### config.mk
export PLATFORM = sky130hd
export DESIGN_NAME = tcww_front
export DESIGN_NICKNAME = d
export VERILOG_FILES = /design/src/rtl/tcww_pkg.sv /design/src/rtl/tcww_front.sv
export SDC_FILE = /design/constraint.sdc
export NUM_CORES = 1
export LEC_CHECK = 0
export ABC_AREA = 1
export BUFFER_PORTS_ARGS = -buffer_cell sky130_fd_sc_hd__buf_2
export CORE_MARGIN = 3
export CORE_UTILIZATION = 55
export CTS_CLUSTER_SIZE = 40
export DETAILED_ROUTE_END_ITERATION = 6
export PLACE_DENSITY = 0.94
export SLEW_MARGIN = 20
export SYNTH_ARGS = -nofsm -noshare
export SYNTH_HDL_FRONTEND = slang
export SYNTH_SLANG_ARGS = --single-unit
### constraint.sdc
create_clock -name clock -period 6.1 [get_ports clock]
set_clock_uncertainty 0.15 [all_clocks]
set_input_delay 0 -clock clock [delete_from_list [all_inputs] [get_ports clock]]
set_output_delay 0 -clock clock [all_outputs]
set_load 0.03 [all_outputs]
### src/rtl/tcww_pkg.sv
`default_nettype none

package tcww_pkg;

   // screen size defaults
   localparam int DEF_COLS = 80;
   localparam int DEF_ROWS = 25;

   // field widths
   localparam int CMD_W      = 2;
   localparam int CHAR_W     = 8;
   localparam int ROW_W      = 5;
   localparam int COL_W      = 7;
   localparam int COLOUR_W   = 4;
   localparam int POS_W      = 11;
   localparam int DATA_W     = 16;
   localparam int CSR_IDX_W  = 3;
   localparam int CSR_DATA_W = 7;

   // screen coordinates: window origin plus cursor or walker offset
   localparam int SCR_W = 8;
   // linear cell index before it is cut down to a store address
   localparam int LIN_W = 16;

   // command queue between front and back
   localparam int QDEPTH = 2;

   localparam logic [CMD_W-1:0] CMD_PUT   = 2'd0;
   localparam logic [CMD_W-1:0] CMD_CLEAR = 2'd1;
   localparam logic [CMD_W-1:0] CMD_READ  = 2'd2;
   localparam logic [CMD_W-1:0] CMD_NOP   = 2'd3;

   localparam logic [CHAR_W-1:0] LF_CODE = 8'd10;

   localparam logic [CSR_IDX_W-1:0] CSR_WINDOW_LEFT   = 3'd0;
   localparam logic [CSR_IDX_W-1:0] CSR_WINDOW_TOP    = 3'd1;
   localparam logic [CSR_IDX_W-1:0] CSR_WINDOW_WIDTH  = 3'd2;
   localparam logic [CSR_IDX_W-1:0] CSR_WINDOW_HEIGHT = 3'd3;
   localparam logic [CSR_IDX_W-1:0] CSR_FORE_COLOUR   = 3'd4;
   localparam logic [CSR_IDX_W-1:0] CSR_BACK_COLOUR   = 3'd5;

   localparam logic [COL_W-1:0]    RST_WINDOW_WIDTH  = 7'd80;
   localparam logic [ROW_W-1:0]    RST_WINDOW_HEIGHT = 5'd25;
   localparam logic [COLOUR_W-1:0] RST_FORE_COLOUR   = 4'd15;
   localparam logic [COLOUR_W-1:0] RST_BACK_COLOUR   = 4'd0;

   typedef enum logic [2:0] {
      OP_PUT,
      OP_NEWLINE,
      OP_CLEAR,
      OP_READ,
      OP_NOP
   } op_type;

   typedef enum logic [2:0] {
      ST_INIT,
      ST_IDLE,
      ST_SCR_RD,
      ST_SCR_WR,
      ST_FILL,
      ST_RESP
   } back_state_type;

   typedef struct packed {
      op_type            op;
      logic [CHAR_W-1:0] char_code;
      logic [ROW_W-1:0]  read_row;
      logic [COL_W-1:0]  read_col;
   } item_type;

   typedef struct packed {
      logic     valid;
      item_type item;
   } q_head_type;

   typedef struct packed {
      logic pop;
      logic hold;
   } back_ctl_type;

   typedef struct packed {
      logic [COL_W-1:0]    left;
      logic [ROW_W-1:0]    top;
      logic [COL_W-1:0]    width;
      logic [ROW_W-1:0]    height;
      logic [COLOUR_W-1:0] fore;
      logic [COLOUR_W-1:0] back;
   } cfg_type;

endpackage

`default_nettype wire

### src/rtl/tcww_front.sv
`default_nettype none

module tcww_front
   import tcww_pkg::*;
(
   input  wire logic              clock,
   input  wire logic              reset,
   input  wire logic              start,
   output      logic              busy,
   input  wire logic [CMD_W-1:0]  req_cmd,
   input  wire logic [CHAR_W-1:0] req_char_code,
   input  wire logic [ROW_W-1:0]  req_read_row,
   input  wire logic [COL_W-1:0]  req_read_col,
   input  wire back_ctl_type      ctl,
   output      q_head_type        head
);

   localparam int PTR_W = (QDEPTH > 1) ? $clog2(QDEPTH) : 1;
   localparam int CNT_W = $clog2(QDEPTH + 1);

   item_type         q_ff [QDEPTH];
   logic [PTR_W-1:0] wr_ptr_ff, wr_ptr_in;
   logic [PTR_W-1:0] rd_ptr_ff, rd_ptr_in;
   logic [CNT_W-1:0] count_ff, count_in;
   item_type         new_item;
   logic             push;
   logic             pop;
   logic             full;

   assign full = (count_ff == CNT_W'(QDEPTH));
   assign busy = full | ctl.hold;
   assign push = start & ~busy;
   assign pop  = ctl.pop & (count_ff != '0);

   // decode the command on the way in so the back end only dispatches
   always_comb begin
      new_item.char_code = req_char_code;
      new_item.read_row  = req_read_row;
      new_item.read_col  = req_read_col;
      unique case (req_cmd)
         CMD_PUT: begin
            new_item.op = (req_char_code == LF_CODE) ? OP_NEWLINE : OP_PUT;
         end
         CMD_CLEAR: new_item.op = OP_CLEAR;
         CMD_READ:  new_item.op = OP_READ;
         CMD_NOP:   new_item.op = OP_NOP;
         default:   new_item.op = OP_NOP;
      endcase
   end

   always_comb begin
      wr_ptr_in = wr_ptr_ff;
      rd_ptr_in = rd_ptr_ff;
      count_in  = count_ff;
      if (push) begin
         wr_ptr_in = (wr_ptr_ff == PTR_W'(QDEPTH - 1)) ? '0 : wr_ptr_ff + 1'b1;
      end
      if (pop) begin
         rd_ptr_in = (rd_ptr_ff == PTR_W'(QDEPTH - 1)) ? '0 : rd_ptr_ff + 1'b1;
      end
      if (push && !pop) begin
         count_in = count_ff + 1'b1;
      end else if (pop && !push) begin
         count_in = count_ff - 1'b1;
      end
   end

   always_ff @(posedge clock) begin
      if (reset) begin
         wr_ptr_ff <= '0;
         rd_ptr_ff <= '0;
         count_ff  <= '0;
      end else begin
         wr_ptr_ff <= wr_ptr_in;
         rd_ptr_ff <= rd_ptr_in;
         count_ff  <= count_in;
      end
   end

   always_ff @(posedge clock) begin
      if (push) begin
         q_ff[wr_ptr_ff] <= new_item;
      end
   end

   assign head.valid = (count_ff != '0);
   assign head.item  = q_ff[rd_ptr_ff];

endmodule

`default_nettype wire

Word-level counts from Yosys, hierarchy flattened. Memories as Yosys holds them, arrays and structs flattened. A register that Yosys moved wholly into a read port is not among the register bits. Index checks and enable logic that the tools add are counted. Widths: inputs -> output; s select.

Word-level logic and storage cells: 34. Memories: 1. RAM bits: 46. Register bits after elaboration: 4.

Memory list: q_ff (words 2, bits a word 23, read ports 1, clocked after memory_dff 1, wr ports 1, RTL line tcww_front.sv:21) `item_type q_ff [QDEPTH];`.

Mux-type cells: 10. Add/subtract/negate cells: 4. Bitwise operators: 4. Equality and inequality tests: 5. Reductions and logical operators: 7.

Operators with widths (number): $pmux 3 s4 (1); $eq 8x4->1 const B (1); $mux 1 (7); $eq 2x2->1 const B (3); $mux 2 (2); $reduce_bool 2->1 (2); $add 1x1->1 const B (2); $add 2x1->2 const B (1); $and 1x1->1 (2); $eq 2x1->1 const B (1); $logic_and 1x1->1 (2); $logic_not 1->1 (2); $logic_not 2->1 (1); $sub 2x1->2 const B (1); $not 1->1 (1); $or 1x1->1 (1).

Depth between registers and ports, before layout.
Depth after elaboration: 8. Depth in mapped cells: 11.

Worst setup path before layout. No wires, ideal clock.

Kind: flip-flop to flip-flop. From: reg count_ff[0]. To: mem q_ff[0][0] (netlist name) (enable). Arrival: 1.564 ns. Buffers on the path: 0. Library setup time: 0.403 ns. Slack: 3.984 ns. Data required time: 5.547 ns. Cell stages (with the launch flop): 5. Cells stage by stage: dfxtp_1 -> inv_1 -> nand2_1 -> nand3_1 -> nor2_1.

Longest elaborated chain between the ends: 6.

RTL lines: start: declaration (RTL line tcww_front.sv:24) `logic [CNT_W-1:0] count_ff, count_in;`; start signal: assignment (RTL line tcww_front.sv:76) `count_ff <= count_in;`; $eq 2x2->1 (RTL line tcww_front.sv:30) `assign full = (count_ff == CNT_W'(QDEPTH));`; $or 1x1->1 (RTL line tcww_front.sv:31) `assign busy = full | ctl.hold;`; $not 1->1 (RTL line tcww_front.sv:32) `assign push = start & ~busy;`; $and 1x1->1 (RTL line tcww_front.sv:32); $mux 1 (RTL line tcww_front.sv:81) `if (push) begin`; $mux 1 (implied by the code) (RTL line tcww_front.sv:82) `q_ff[wr_ptr_ff] <= new_item;`; end: declaration (RTL line tcww_front.sv:21).

No other way between the ends.

==> impl_metrics.py <==
metrics = {
    "drt": {
        "drt-vias-per-instance": 4.94,
        "wl_per_cell_um": 15.4,
        "postRouteAntennaNets": 0,
        "drt-met1-wl_um": 1420,
        "highest_layer": "met4",
        "drt_iter0_drc": 72,
        "drt-pass1-iter-count": 5,
        "wl_met2_um": 2180,
        "drc": 0,
        "met3_wirelength_um": 228,
        "via_count": 1260,
        "wirelength_um": 3920,
    },
    "min_path": {
        "hold_path_end": "q_ff[0][14]",
        "hold_path.class": "in -> reg",
        "hp-start": "start",
        "min_path_cells": 3,
    },
    "logic_synthesis": {
        "synth.area.mux_share_pct": 12.9,
        "synth_cell_type_count": 13,
        "ys_seq_elements": 51,
        "synth_edf_count": 46,
        "synthAdderAreaFrac_pct": 2.50,
        "synthFlopType": "edfxtp_1",
        "avgSynthCellArea_um2": 15.9,
        "async_flop_share_pct": 0,
        "synthSimpleGateAreaFrac_pct": 5.56,
        "ys_top_cells_by_area": "edfxtp_1, mux2_2, dfxtp_1, inv_1, ha_1",
        "syn-num-nets": 157,
        "synth_area_leader_cell": "edfxtp_1",
        "ys_top_cells_by_count": "edfxtp_1, mux2_2, inv_1",
        "synth-compound-area-share_pct": 1.06,
        "seq_area_frac_synth_pct": 74.0,
        "yosysMostFrequentCell": "edfxtp_1",
        "syn_area_um2": 2000,
        "synth_xor_area_share_pct": 0,
        "postSynthCellCount": 126,
        "yosysTopAreaCellShare_pct": 69.0,
        "synth_top_family_by_area": "multiplexers",
        "yosys_warnings": 0,
    },
    "clock_tree": {
        "clock-sinks": 51,
        "worstSkewPairLatency_ns": 0.37,
        "h-tree-depth": 2,
        "cts_max_path_buffers": 2,
        "ctsResizeCount": 0,
        "cts_buffers": 5,
        "clock-root-buffer": "clkbuf_4",
        "cts_tree": "done",
        "cts.clk_slew.worst_paths_ns": 0.15,
    },
    "sta": {
        "setup_slack_ns": 3.93,
        "max_freq_mhz": 461,
        "drv_slew": 0,
        "period_needed_ns": 2.17,
        "slew_headroom_pct": 31.8,
        "fin_setup_tns_ns": 0,
        "rsz0062_at_grt": "false",
        "finalHoldViolCount": 0,
        "tightest_slew_ns": 1.02,
        "setup-violations-final": 0,
        "period_share_pct": 35.6,
    },
    "place": {
        "portBuffers": 51,
        "dpl-instance-area_um2": 2290,
        "dp_hpwl_um": 2460,
        "gp_congestion": 0.759,
        "post-place-ws_ns": 3.96,
    },
    "critical_path": {
        "reg2reg_depth": 4,
        "worstReg2RegEnd": "q_ff[1][15]",
        "crit_type": "reg -> out",
        "cp.required_ns": 5.95,
        "r2r-start": "count_ff[0]",
        "slowest_delay_ns": 1.02,
        "crit_path_end_kind": "output port",
        "start_kind": "flop",
        "worstPathMaxFanout": 23,
        "rrSetupSlack_ns": 4.20,
        "cp.arrival_ns": 2.02,
        "crit_chain": "mux2_2 -> buf_2",
        "slowest_stage": "dfxtp_1",
    },
    "floorplanning": {
        "die_y_um": 66.3,
        "dieArea_um2": 4400,
        "fp-row-count": 21,
        "core-area_um2": 3420,
        "fp.dieW_um": 66.3,
        "ios": 52,
        "initial_core_util_pct": 58.6,
    },
    "pwr": {
        "p_per_area_nw_per_um2": 313,
        "finalPower_uw": 826,
        "peakVddDrop_v": 0.000215,
        "power.leakage_uw": 0.00107,
    },
    "grt": {
        "grt_pass1_wl_um": 5960,
        "grt_usage_pct": 19.7,
        "antenna_found_initial": 0,
        "grt_max_degree": 24,
        "grt_pass1_vias": 1318,
        "grt_remaining_overflow": 0,
    },
    "run": {
        "drv_cap": 0,
    },
    "layout": {
        "drive_gt1_share_pct": 39.7,
        "antenna_cells": 0,
        "syn2layout_area_growth_pct": 31.9,
        "fillers": 222,
        "fin_nets": 239,
        "fin_area_um2": 2640,
    },
    "outcome": {
        "run_status": "complete, no violations",
    },
}
==> how the worst max path moves through the flow <==
stage,start,to,slack [ns]
floorplan,count_ff[0],q_ff[0][0],3.98
global placement,count_ff[0],q_ff[0][11],4.10
detailed placement,count_ff[0],q_ff[0][11],3.96
CTS,flop,head[14],3.94
global route,flop,head[8],3.82
finish,flop,head[4],3.93
==> layer usage <==
layer | vias to the layer above | track usage [%]
met3 | 7 | 4.42
met4 | 0 | 10.9
met1 | 594 | 20.9
met2 | 47 | 35.6
met5 | - | 0
li1 | 612 | -
==> power by group <==
| part | switching [µW] | internal [µW] |
|---|---|---|
| registers | 20.7 | 408 |
| logic | 124 | 79.7 |
| clock network | 106 | 86.3 |
| total | 251 | 574 |
==> kinds of logic (layout without fill, tap and decap cells) <==
logic type      after synthesis  after routing
fa+ha+maj                     4              4
flops                        51             51
buf+inv                      17            100
mux                          23             23
compound gates                4              4
simple gates                 27             27
==> what timing repair did <==
action | in CTS | in global routing
hold buffers | 26 | 0
setup buffers | 0 | 0
hold endpoints to repair | 51 | 0
==> stage by stage <==
step	cells	hold slack, ns	util (%)
final	255	0.0785	77.3
after global placement	221	0.0242	67.2
after global routing	255	0.109	77.3
after floorplan	126	-0.0785	-
after detailed placement	221	0.0243	67.2
after CTS	255	0.0738	77.2
==> registers in the layout, indices dropped and copies added, names as in the netlist, named ones only <==
signal,flops
q_ff,46
count_ff,2
rd_ptr_ff,1
wr_ptr_ff,1
==> layout make-up <==
cell class / count / area [µm²] / area share, %
clock buffers: 5 / 37.5 / 1.42
clock inverters: 3 / 43.8 / 1.66
inverters: 15 / 56.3 / 2.13
multi-input cells: 58 / 449 / 17.0
flip-flops and latches: 51 / 1480 / 56.1
well taps: 46 / 57.6 / 2.18
repair buffers: 77 / 515 / 19.5
==> layout by cell type, fill, tap and decap left out <==
master         instances
a21oi_1                2
buf_2                 51
bufinv_16              1
clkbuf_4               5
clkinv_2               1
clkinv_4               1
dfxtp_1                5
dlygate4sd3_1         26
edfxtp_1              46
ha_1                   4
inv_1                 15
mux2_2                23
nand2_1               12
nand3_1                4
nand4_1                2
nor2_1                 8
nor2_4                 1
o21ai_0                1
o22ai_1                1
==> worst max-delay path: cells and delay by family (launching register included) <==
kind                   cells  cell delay, ns
buffers and inverters      1            0.18
DFF                        1            1.02
muxes                      1            0.43
Power figures use the tool's default switching activity.
